<file path="src/hw/rtl/dle_character_stuffing_framer_assert.svh">
// ---------------------------------------------------------------------------
// DLE framer assertion macros
// Shared concurrent assertion forms, clocked on clk and disabled in reset.
// ---------------------------------------------------------------------------
`ifndef DLE_CHARACTER_STUFFING_FRAMER_ASSERT_SVH
`define DLE_CHARACTER_STUFFING_FRAMER_ASSERT_SVH

// Consequent must hold in the same cycle as the antecedent.
`define DLECS_ASSERT_SAME(lbl, ante, cons, msg) \
	lbl: assert property (@(posedge clk) disable iff (!arst_n) (ante) |-> (cons)) \
		else $error(msg);

// Consequent must hold in the cycle after the antecedent.
`define DLECS_ASSERT_NEXT(lbl, ante, cons, msg) \
	lbl: assert property (@(posedge clk) disable iff (!arst_n) (ante) |=> (cons)) \
		else $error(msg);

`endif

</file>
<file path="src/hw/rtl/dlecs_pkg.sv">
// ---------------------------------------------------------------------------
// DLE framer package
// Character constants, output slot numbering and the command passed from the
// classifying front end to the byte sequencer.
// ---------------------------------------------------------------------------
package dlecs_pkg;

	// Characters of the flag "dlestx".
	localparam logic [7:0] CH_D = 8'h64;
	localparam logic [7:0] CH_L = 8'h6c;
	localparam logic [7:0] CH_E = 8'h65;
	localparam logic [7:0] CH_S = 8'h73;
	localparam logic [7:0] CH_T = 8'h74;
	localparam logic [7:0] CH_X = 8'h78;

	localparam int FLAG_LEN = 6;
	localparam logic [7:0] FLAG_SEQ [FLAG_LEN] = '{CH_D, CH_L, CH_E, CH_S, CH_T, CH_X};

	// Frame byte counter saturates here; destuffing starts at this count.
	localparam logic [3:0] BS_MAX = 4'd12;
	// Positions skipped after a "dledle" match.
	localparam logic [1:0] SKIP_START = 2'd3;

	// Command queue depth.
	localparam int QDEPTH = 4;
	localparam int QAW    = $clog2(QDEPTH);

	// Output slots of one command, sent lowest first.
	localparam int NSLOT  = 18;
	localparam int SLOT_W = $clog2(NSLOT);
	typedef logic [SLOT_W-1:0] slot_idx_t;
	typedef logic [NSLOT-1:0]  slot_mask_t;

	localparam slot_idx_t SLOT_HDR      = SLOT_W'(0);
	localparam slot_idx_t SLOT_INS      = SLOT_W'(6);
	localparam slot_idx_t SLOT_A        = SLOT_W'(9);
	localparam slot_idx_t SLOT_B        = SLOT_W'(10);
	localparam slot_idx_t SLOT_C        = SLOT_W'(11);
	localparam slot_idx_t SLOT_TRL      = SLOT_W'(12);
	localparam slot_idx_t SLOT_TRL_LAST = SLOT_W'(17);

	// Work caused by one input byte.
	typedef struct packed {
		logic       hdr;     // opening flag
		logic       ins;     // inserted "dle"
		logic       a_vld;
		logic       b_vld;
		logic       c_vld;
		logic       trl;     // closing flag, ends the frame
		logic       a_last;  // byte a ends the frame
		logic [7:0] a;
		logic [7:0] b;
		logic [7:0] c;
	} cmd_t;

	// Expand a command into its slot mask.
	function automatic slot_mask_t cmd_mask(input cmd_t cmd);
		slot_mask_t m;
		m = '0;
		m[SLOT_HDR +: FLAG_LEN] = {FLAG_LEN{cmd.hdr}};
		m[SLOT_INS +: 3]        = {3{cmd.ins}};
		m[SLOT_A]               = cmd.a_vld;
		m[SLOT_B]               = cmd.b_vld;
		m[SLOT_C]               = cmd.c_vld;
		m[SLOT_TRL +: FLAG_LEN] = {FLAG_LEN{cmd.trl}};
		return m;
	endfunction

	// Fixed character of a flag or insertion slot.
	function automatic logic [7:0] slot_char(input slot_idx_t idx);
		slot_idx_t off;
		off = '0;
		if (idx < SLOT_INS) begin
			off = idx;
		end else if (idx < SLOT_A) begin
			off = idx - SLOT_INS;
		end else if (idx >= SLOT_TRL) begin
			off = idx - SLOT_TRL;
		end
		return FLAG_SEQ[off[2:0]];
	endfunction

endpackage

</file>
<file path="src/hw/rtl/dlecs_front.sv">
// ---------------------------------------------------------------------------
// DLE framer front end
// Keeps the byte window and frame counters and turns each accepted byte into
// at most one command for the sequencer.
// ---------------------------------------------------------------------------
module dlecs_front
	import dlecs_pkg::*;
(
	input  logic       clk,
	input  logic       arst_n,
	input  logic       cfg_we,
	input  logic       cfg_wdata,
	input  logic [7:0] in_char,
	input  logic       in_last,
	input  logic       in_valid,
	output logic       in_ready,
	input  logic       q_full,
	output logic       push,
	output cmd_t       cmd
);

	logic       dir_q;
	logic [7:0] win_q [7];
	logic [7:0] win_n [7];
	logic [3:0] bs_q, bs_n, bs_eff;
	logic [1:0] skip_q, skip_n;
	logic       frame_q, frame_n;
	logic       accept;
	logic       match_pair;
	logic [1:0] skip_m1;

	assign in_ready = !q_full;
	assign accept   = in_valid && in_ready;

	// Classify the byte and compute the next frame state.
	always_comb begin
		for (int i = 0; i < 6; i++) begin
			win_n[i] = win_q[i+1];
		end
		win_n[6] = in_char;
		cmd     = '0;
		bs_n    = bs_q;
		skip_n  = skip_q;
		frame_n = frame_q;
		bs_eff  = frame_q ? bs_q : '0;
		skip_m1 = skip_q - 2'd1;
		match_pair = win_n[0] == CH_D && win_n[1] == CH_L && win_n[2] == CH_E &&
			win_n[3] == CH_D && win_n[4] == CH_L && win_n[5] == CH_E;
		if (!dir_q) begin
			// Stuffing: flag, data with a two-byte lookahead, flag.
			cmd.hdr = !frame_q;
			if (bs_eff >= 4'd2) begin
				cmd.a_vld = 1'b1;
				cmd.a     = win_n[4];
				cmd.ins   = win_n[4] == CH_D && win_n[5] == CH_L && win_n[6] == CH_E;
			end
			if (in_last) begin
				cmd.b_vld = bs_eff >= 4'd1;
				cmd.b     = win_n[5];
				cmd.c_vld = 1'b1;
				cmd.c     = win_n[6];
				cmd.trl   = 1'b1;
				bs_n      = '0;
				skip_n    = '0;
				frame_n   = 1'b0;
			end else begin
				frame_n = 1'b1;
				bs_n    = (bs_eff < BS_MAX) ? bs_eff + 4'd1 : bs_eff;
			end
		end else begin
			// Destuffing: decide the byte six positions back.
			if (bs_q >= BS_MAX) begin
				if (in_last) begin
					cmd.a_vld  = 1'b1;
					cmd.a_last = 1'b1;
					if (skip_q != '0) begin
						cmd.a = win_n[{1'b0, skip_m1}];
					end else if (match_pair) begin
						cmd.a = win_n[3];
					end else begin
						cmd.a = win_n[0];
					end
				end else if (skip_q > 2'd1) begin
					skip_n = skip_m1;
				end else if (skip_q == 2'd1) begin
					skip_n    = '0;
					cmd.a_vld = 1'b1;
					cmd.a     = win_n[0];
				end else if (match_pair) begin
					skip_n = SKIP_START;
				end else begin
					cmd.a_vld = 1'b1;
					cmd.a     = win_n[0];
				end
			end
			if (in_last) begin
				bs_n    = '0;
				skip_n  = '0;
				frame_n = 1'b0;
			end else begin
				frame_n = 1'b1;
				bs_n    = (bs_q < BS_MAX) ? bs_q + 4'd1 : bs_q;
			end
		end
	end

	assign push = accept &&
		(cmd.hdr || cmd.ins || cmd.a_vld || cmd.b_vld || cmd.c_vld || cmd.trl);

	// Frame state and window registers.
	always_ff @(posedge clk or negedge arst_n) begin
		if (!arst_n) begin
			dir_q   <= 1'b0;
			bs_q    <= '0;
			skip_q  <= '0;
			frame_q <= 1'b0;
			for (int i = 0; i < 7; i++) begin
				win_q[i] <= '0;
			end
		end else if (cfg_we) begin
			dir_q   <= cfg_wdata;
			bs_q    <= '0;
			skip_q  <= '0;
			frame_q <= 1'b0;
		end else if (accept) begin
			bs_q    <= bs_n;
			skip_q  <= skip_n;
			frame_q <= frame_n;
			for (int i = 0; i < 7; i++) begin
				win_q[i] <= win_n[i];
			end
		end
	end

endmodule

</file>
<file path="src/hw/rtl/dlecs_queue.sv">
// ---------------------------------------------------------------------------
// DLE framer command queue
// Small FIFO of commands between the front end and the byte sequencer.
// ---------------------------------------------------------------------------
`include "dle_character_stuffing_framer_assert.svh"

module dlecs_queue
	import dlecs_pkg::*;
(
	input  logic clk,
	input  logic arst_n,
	input  logic push,
	input  cmd_t push_cmd,
	output logic full,
	input  logic pop,
	output logic head_vld,
	output cmd_t head_cmd
);

	cmd_t           entries_q [QDEPTH];
	logic [QAW-1:0] wr_ptr_q, rd_ptr_q;
	logic [QAW:0]   count_q;

	assign full     = count_q == (QAW+1)'(QDEPTH);
	assign head_vld = count_q != '0;
	assign head_cmd = entries_q[rd_ptr_q];

	// Pointers and fill count.
	always_ff @(posedge clk or negedge arst_n) begin
		if (!arst_n) begin
			wr_ptr_q <= '0;
			rd_ptr_q <= '0;
			count_q  <= '0;
		end else begin
			if (push) begin
				wr_ptr_q <= wr_ptr_q + 1'b1;
			end
			if (pop) begin
				rd_ptr_q <= rd_ptr_q + 1'b1;
			end
			if (push && !pop) begin
				count_q <= count_q + 1'b1;
			end else if (pop && !push) begin
				count_q <= count_q - 1'b1;
			end
		end
	end

	// Command storage.
	always_ff @(posedge clk) begin
		if (push) begin
			entries_q[wr_ptr_q] <= push_cmd;
		end
	end

	`DLECS_ASSERT_SAME(a_no_push_full, full, !push, "command pushed into a full queue")
	`DLECS_ASSERT_SAME(a_no_pop_empty, pop, head_vld, "command popped from an empty queue")
	`DLECS_ASSERT_NEXT(a_count_up, push && !pop, count_q == $past(count_q) + 1'b1,
		"queue count did not follow a push")

endmodule

</file>
<file path="src/hw/rtl/dlecs_back.sv">
// ---------------------------------------------------------------------------
// DLE framer byte sequencer
// Expands commands into bytes of an output register, one per unstalled cycle.
// ---------------------------------------------------------------------------
`include "dle_character_stuffing_framer_assert.svh"

module dlecs_back
	import dlecs_pkg::*;
(
	input  logic       clk,
	input  logic       arst_n,
	input  logic       head_vld,
	input  cmd_t       head_cmd,
	output logic       pop,
	output logic [7:0] out_char,
	output logic       out_last,
	output logic       out_valid,
	input  logic       out_ready
);

	slot_mask_t cur_mask_q, low_oh, rest;
	logic [7:0] cur_a_q, cur_b_q, cur_c_q;
	logic       cur_a_last_q;
	logic       out_vld_q, out_last_q;
	logic [7:0] out_char_q;
	logic       out_free, emit;
	slot_idx_t  idx;
	logic [7:0] next_char;
	logic       next_last;

	assign out_free = !out_vld_q || out_ready;
	assign emit     = out_free && (cur_mask_q != '0);
	assign low_oh   = cur_mask_q & (~cur_mask_q + 1'b1);
	assign rest     = cur_mask_q & ~low_oh;
	assign pop      = head_vld && ((cur_mask_q == '0) || (emit && rest == '0));

	// Pick the byte of the lowest pending slot.
	always_comb begin
		idx = '0;
		for (int i = 0; i < NSLOT; i++) begin
			if (low_oh[i]) begin
				idx = idx | SLOT_W'(i);
			end
		end
		if (idx == SLOT_A) begin
			next_char = cur_a_q;
		end else if (idx == SLOT_B) begin
			next_char = cur_b_q;
		end else if (idx == SLOT_C) begin
			next_char = cur_c_q;
		end else begin
			next_char = slot_char(idx);
		end
		next_last = low_oh[SLOT_TRL_LAST] || (low_oh[SLOT_A] && cur_a_last_q);
	end

	// Current command.
	always_ff @(posedge clk or negedge arst_n) begin
		if (!arst_n) begin
			cur_mask_q <= '0;
		end else if (pop) begin
			cur_mask_q <= cmd_mask(head_cmd);
		end else if (emit) begin
			cur_mask_q <= rest;
		end
	end

	always_ff @(posedge clk) begin
		if (pop) begin
			cur_a_q      <= head_cmd.a;
			cur_b_q      <= head_cmd.b;
			cur_c_q      <= head_cmd.c;
			cur_a_last_q <= head_cmd.a_last;
		end
	end

	// Output register.
	always_ff @(posedge clk or negedge arst_n) begin
		if (!arst_n) begin
			out_vld_q <= 1'b0;
		end else if (emit) begin
			out_vld_q <= 1'b1;
		end else if (out_ready) begin
			out_vld_q <= 1'b0;
		end
	end

	always_ff @(posedge clk) begin
		if (emit) begin
			out_char_q <= next_char;
			out_last_q <= next_last;
		end
	end

	assign out_valid = out_vld_q;
	assign out_char  = out_char_q;
	assign out_last  = out_last_q;

	`DLECS_ASSERT_NEXT(a_emit_shows, (cur_mask_q != '0) && out_free, out_vld_q,
		"pending byte not moved to the output register")
	`DLECS_ASSERT_NEXT(a_hold_stalled, (cur_mask_q != '0) && out_vld_q && !out_ready,
		cur_mask_q == $past(cur_mask_q), "command advanced while output stalled")
	`DLECS_ASSERT_SAME(a_pop_when_done, pop && (cur_mask_q != '0), emit && rest == '0,
		"new command loaded over unfinished work")

endmodule

</file>
<file path="src/hw/rtl/dle_character_stuffing_framer.sv">
// ---------------------------------------------------------------------------
// DLE/STX character-stuffing framer
// Frames a byte stream with "dlestx" flags and doubled "dle", or strips them.
// ---------------------------------------------------------------------------
// The block sends one output byte per clock cycle and takes one input byte
// per cycle as long as the output keeps pace. The output sequencer sets the
// rate: in stuff mode the first byte of a frame adds the six-byte opening
// flag, each data "dle" an inserted "dle", and the last byte the held-back
// data and the closing flag. A four-entry command queue absorbs these bursts
// before the input is stalled. In destuff mode at most one byte leaves per
// input byte, so the input runs at full rate as long as the output keeps
// pace. A byte accepted on an idle block passes the command queue and the
// current-command register before it reaches the output register. Write
// direction (cfg_wdata) only while idle; a write closes any open frame.
module dle_character_stuffing_framer
	import dlecs_pkg::*;
(
	input  logic       clk,
	input  logic       arst_n,
	input  logic       cfg_we,
	input  logic       cfg_wdata,       // direction: 0 stuff, 1 destuff
	input  logic       s_axis_tvalid,
	output logic       s_axis_tready,
	input  logic [7:0] s_axis_tdata,    // [7:0] in_char
	input  logic       s_axis_tlast,    // in_last
	output logic       m_axis_tvalid,
	input  logic       m_axis_tready,
	output logic [7:0] m_axis_tdata,    // [7:0] out_char
	output logic       m_axis_tlast     // out_last
);

	logic q_full, push, pop, head_vld;
	cmd_t push_cmd, head_cmd;

	// Front end: window, counters and classification.
	dlecs_front u_front (
		.clk       (clk),
		.arst_n    (arst_n),
		.cfg_we    (cfg_we),
		.cfg_wdata (cfg_wdata),
		.in_char   (s_axis_tdata),
		.in_last   (s_axis_tlast),
		.in_valid  (s_axis_tvalid),
		.in_ready  (s_axis_tready),
		.q_full    (q_full),
		.push      (push),
		.cmd       (push_cmd)
	);

	// Command queue.
	dlecs_queue u_queue (
		.clk      (clk),
		.arst_n   (arst_n),
		.push     (push),
		.push_cmd (push_cmd),
		.full     (q_full),
		.pop      (pop),
		.head_vld (head_vld),
		.head_cmd (head_cmd)
	);

	// Byte sequencer and output register.
	dlecs_back u_back (
		.clk       (clk),
		.arst_n    (arst_n),
		.head_vld  (head_vld),
		.head_cmd  (head_cmd),
		.pop       (pop),
		.out_char  (m_axis_tdata),
		.out_last  (m_axis_tlast),
		.out_valid (m_axis_tvalid),
		.out_ready (m_axis_tready)
	);

endmodule

</file>
<file path="config.mk">
export PLATFORM = sky130hd
export DESIGN_NAME = dle_character_stuffing_framer
export DESIGN_NICKNAME = d
export VERILOG_FILES = /design/src/hw/rtl/dlecs_pkg.sv /design/src/hw/rtl/dlecs_front.sv /design/src/hw/rtl/dlecs_queue.sv /design/src/hw/rtl/dlecs_back.sv /design/src/hw/rtl/dle_character_stuffing_framer.sv
export VERILOG_INCLUDE_DIRS = /design/src /design/src/hw/rtl
export SDC_FILE = /design/constraint.sdc
export NUM_CORES = 1
export LEC_CHECK = 0
export ABC_CLOCK_PERIOD_IN_PS = 3480
export BUFFER_PORTS_ARGS = -buffer_cell sky130_fd_sc_hd__buf_2
export CORE_MARGIN = 2
export CORE_UTILIZATION = 42
export CTS_CLUSTER_DIAMETER = 60
export CTS_CLUSTER_SIZE = 30
export DETAILED_ROUTE_END_ITERATION = 16
export PLACE_DENSITY = 0.65
export SLEW_MARGIN = 20
export SYNTH_ARGS = -nofsm -noshare
export SYNTH_HDL_FRONTEND = slang
export SYNTH_SLANG_ARGS = --single-unit
export TNS_END_PERCENT = 10
</file>
<file path="constraint.sdc">
create_clock -name clk -period 3.48 [get_ports clk]
set_clock_uncertainty 0.15 [all_clocks]
set_input_delay 0.174 -clock clk [delete_from_list [all_inputs] [get_ports clk]]
set_output_delay 0.174 -clock clk [all_outputs]
set_load 0.005 [all_outputs]
</file>
==> results.toml <==
[synthesis]
adder_and_majority_gate_portion_of_the_synthesized_area = 0.0161
asyncSetResetFlopFracSynth = 0.347
synth_simple_gate_area_frac = 0.108
synth_seq_area_share = 0.640
syn-num-nets = 748
synth_top_family_by_area = "multiplexers"
dominantRegCellSynth = "sky130_fd_sc_hd__edfxtp_1"
synth_cell_type_count = 72
netlist_instances = 721
synthesis.area_um2 = 10400
ys_seq_elements = 236
per_instance_average_area_after_synthesis_um2 = 14.5
synth_enable_flop_cells = 154
synth-warning-count = 0
yosys-mux-area-fraction = 0.132
post_synth_xor_area_fraction = 0.00336
synth-compound-area-share = 0.0827

[critical_path]
timing.critical_path.slowest_stage_cell = "sky130_fd_sc_hd__or4_4"
worst_setup_path_end_kind = "register"
worst-endpoint-arrival_ns = 3.47
critical_path.cell_chain = "or4_4 > a211oi_1 > o21ai_0 > a21oi_1 > nand3_2 > and2_1 > ha_1 > inv_1 > fa_1 > mux2_2"
timing.critical_path.from = "u_back.cur_mask_q[0]"
timing.critical_path.to = "u_queue.count_q[1]"
path_max_fanout = 8
path_class = "reg2reg"
timing.reg2reg.worst_path_depth = 10
timing.critical_path.max_delay_family = "simple AND/OR/NAND/NOR gates"
crit-reg2reg-capture = "u_queue.count_q[1]"
critical_path_buf_inv_count = 1
max_stage_delay_ns = 0.63
worst-endpoint-required_ns = 3.72
r2r-start = "u_back.cur_mask_q[0]"
timing.critical_path.from_type = "register"
critical_path_depth = 10
r2r_setup_slack_ns = 0.25

[grt]
grt-ovfl-total = 0
grt_antenna_before_repair = 0
number_of_global_route_vias_before_repair = 6027
grt_start_max_net_pins = 63
all_layer_global_routing_usage = 0.163
first_pass_grt_wire_length_um = 33800

[timing]
max-slew-margin-rel = 0.425
max_clock_freq_mhz = 310
slew_at_the_pin_with_the_worst_max_slew_slack_ns = 0.863
final_min_period_over_clock_period = 0.928
max_slew_vio_count = 0
grt_setup_unrepaired = "false"
post-route-min-period_ns = 3.23
count_of_endpoints_failing_setup_in_the_final_report = 0
final.setup.tns_ns = 0
hold_viol = 0

[power_and_ir_drop]
power_density_nw_per_um2 = 802
irDropWorstVdd_mv = 0.361
static-leakage-power_nw = 4.39

[placed_design]
gp_congestion = 0.836
post-dp-hpwl_um = 14100
numPlacedInstances = 1066
io_buffer_count = 25

[finish]
fraction_of_final_layout_cells_sized_beyond_drive_strength_1 = 0.241
synthesis_to_layout_area_growth_pct = 14.0
finalNetCount = 803
fillCellCount = 2097
num_antenna_cells = 0
stdcell_count = 1112

[floorplan]
boundaryPins = 26
placementRows = 57
die_width_um = 162
dieArea_um2 = 26100
die_y_um = 162
core_um2 = 24400
floorplan.initialDensity = 0.428

[detailed_routing]
dr.max_layer_used = "met4"
drt-pass1-iter-count = 4
dr.first_iter.drc_count = 381
post_drt_wl_per_cell_um = 18.7
drc_violations_left = 0
met2WireLength_um = 9920
ant_nets = 0
detail_route.wirelength.met1_um = 9710
vias_per_std_cell = 5.46
route.final.wire_length_um = 20800
detailroute.via_count = 6073
detailroute.wirelength.met3_um = 812

[cts]
ctsLongestPathBuffers = 3
clockRootBuffer = "sky130_fd_sc_hd__clkbuf_16"
cts-htree-levels = 1
numCtsBuffers = 18
numClockSinks = 236
worst_skew_pair.late_latency_ns = 0.52
tritoncts_clock_tree = "done"
clk_pin_slew_worst_paths_ns = 0.08

[flow_run]
timing.max_cap.violations = 0

[status]
outcome = "finished clean"

[worst_hold_path]
timing.hold.worst.class = "in2reg"
worstHoldPathCells = 3
-- metrics by stage --
step                setup WS, ns  cell area [um2]   util  hold slack, ns  power [W]
finish                     0.250            11900  0.488          0.0609    0.00954
global route              0.0337            11900  0.488          0.0645     0.0101
CTS                        0.132            11900  0.487          0.0428    0.00962
detailed placement         0.138            11100  0.455           0.177    0.00735
global placement           0.220            11100  0.455           0.173    0.00732
floorplan                  0.214            10400      -          -0.272    0.00642
-- final cells by class --
class | count | area, um2 | area share
clock inverter | 14 | 200 | 0.0168
tap | 324 | 405 | 0.0341
sequential | 236 | 6680 | 0.561
multi-input combinational | 436 | 3580 | 0.301
clock buffer | 18 | 450 | 0.0379
timing repair buffer | 68 | 523 | 0.0440
inverter | 16 | 60.1 | 0.00505
-- sequential cells by signal, summed over array words and instances (netlist names), 2 cells and up --
name / flops
u_back.out_char: 8
u_front.bs_q: 4
u_queue.entries_q: 120
u_back.cur_a_q: 8
u_queue.count_q: 3
u_front.skip_q: 2
u_back.cur_c_q: 8
u_front.win_n: 48
u_queue.rd_ptr_q: 2
u_back.cur_mask_q: 18
u_queue.wr_ptr_q: 2
u_back.cur_b_q: 8
-- metal layers --
metal / global-route usage / up-vias
met5: 0 / -
met2: 0.268 / 108
met4: 0.0406 / 0
li1: - / 2904
met1: 0.231 / 3033
met3: 0.0239 / 28
-- cells in the final DEF, fill, tap and decap left out, types with 5 or more instances in the layout --
cell type and n:
sky130_fd_sc_hd__a211oi_1 5, sky130_fd_sc_hd__mux2_2 54, sky130_fd_sc_hd__clkbuf_16 18, sky130_fd_sc_hd__dlygate4sd3_1 14, sky130_fd_sc_hd__nand2_1 33, sky130_fd_sc_hd__nor3_1 10, sky130_fd_sc_hd__inv_1 16, sky130_fd_sc_hd__buf_2 24
sky130_fd_sc_hd__mux4_2 29, sky130_fd_sc_hd__nand3_1 19, sky130_fd_sc_hd__o21ai_1 11, sky130_fd_sc_hd__o22ai_1 12, sky130_fd_sc_hd__edfxtp_1 154, sky130_fd_sc_hd__mux2i_1 10, sky130_fd_sc_hd__a22o_1 13, sky130_fd_sc_hd__nor2_1 46
sky130_fd_sc_hd__o21ai_0 13, sky130_fd_sc_hd__nor4bb_1 5, sky130_fd_sc_hd__nand4_1 6, sky130_fd_sc_hd__dfrtp_1 81, sky130_fd_sc_hd__and3_1 6, sky130_fd_sc_hd__and2_1 25, sky130_fd_sc_hd__ha_1 11, sky130_fd_sc_hd__nor2b_1 8
sky130_fd_sc_hd__buf_4 27, sky130_fd_sc_hd__a21oi_1 37
-- cells by family after synthesis --
| group | Yosys count |
|---|---|
| multiplexers | 94 |
| buffers and inverters | 49 |
| flip-flops | 236 |
| AO/OA/AOI/OAI | 127 |
| AND/OR/NAND/NOR | 198 |
| XOR/XNOR | 4 |
| adder cells (fa/ha/maj) | 13 |
-- tightest hold or removal path, delay by kind of cell --
family        cells  cell delay (ns)
buf+inv           1             0.07
simple gates      2             0.41
-- worst min path at each step --
stage	start	endpoint	slack, ns
final	m_axis_tready	u_back.out_valid	0.06
after global routing	m_axis_tready	u_back.out_valid	0.06
after CTS	m_axis_tready	u_back.out_valid	0.04
after detailed placement	arst_n	u_front.win_n[26]	0.18
after global placement	arst_n	u_front.win_n[26]	0.17
after floorplan	arst_n	u_back.cur_mask_q[0]	-0.27
-- power breakdown --
part	total, W	internal (W)	switching (W)	leakage, nW
Sequential	0.00444	0.00388	0.000565	2.44
Combinational	0.00287	0.00138	0.00150	1.63
Clock	0.00223	0.00107	0.00116	0.316
Total	0.00954	0.00632	0.00322	4.39
-- Yosys cell counts (all sizes together) (4+ instances only) --
cell type,number,area (um2)
and4b,4,40.0
a21oi,37,185
and2,25,156
nor4bb,5,50.1
nor2,47,176
and3,6,37.5
nand4,7,50.1
a22o,13,114
or4,4,30.0
o22ai,12,75.1
edfxtp,154,4620
nand3,20,105
o21ai,24,120
nor2b,8,50.1
nor3,10,50.1
nor4,7,71.3
ha,11,138
o211ai,4,30.0
mux2,55,619
dfrtp,82,2050
mux2i,10,100
inv,16,60.1
buf,13,63.8
a211oi,5,37.5
clkbuf,20,75.1
nand2,33,124
mux4,29,653
-- timing repair --
item / in CTS / in global routing
hold buffers: 14 / 0
gates resized for setup: 0 / 3
endpoints found under the setup margin: 0 / 1
hold endpoints to repair: 112 / 0
buffers inserted: 0 / 0
Note: power is estimated with default switching activity, not from simulation.
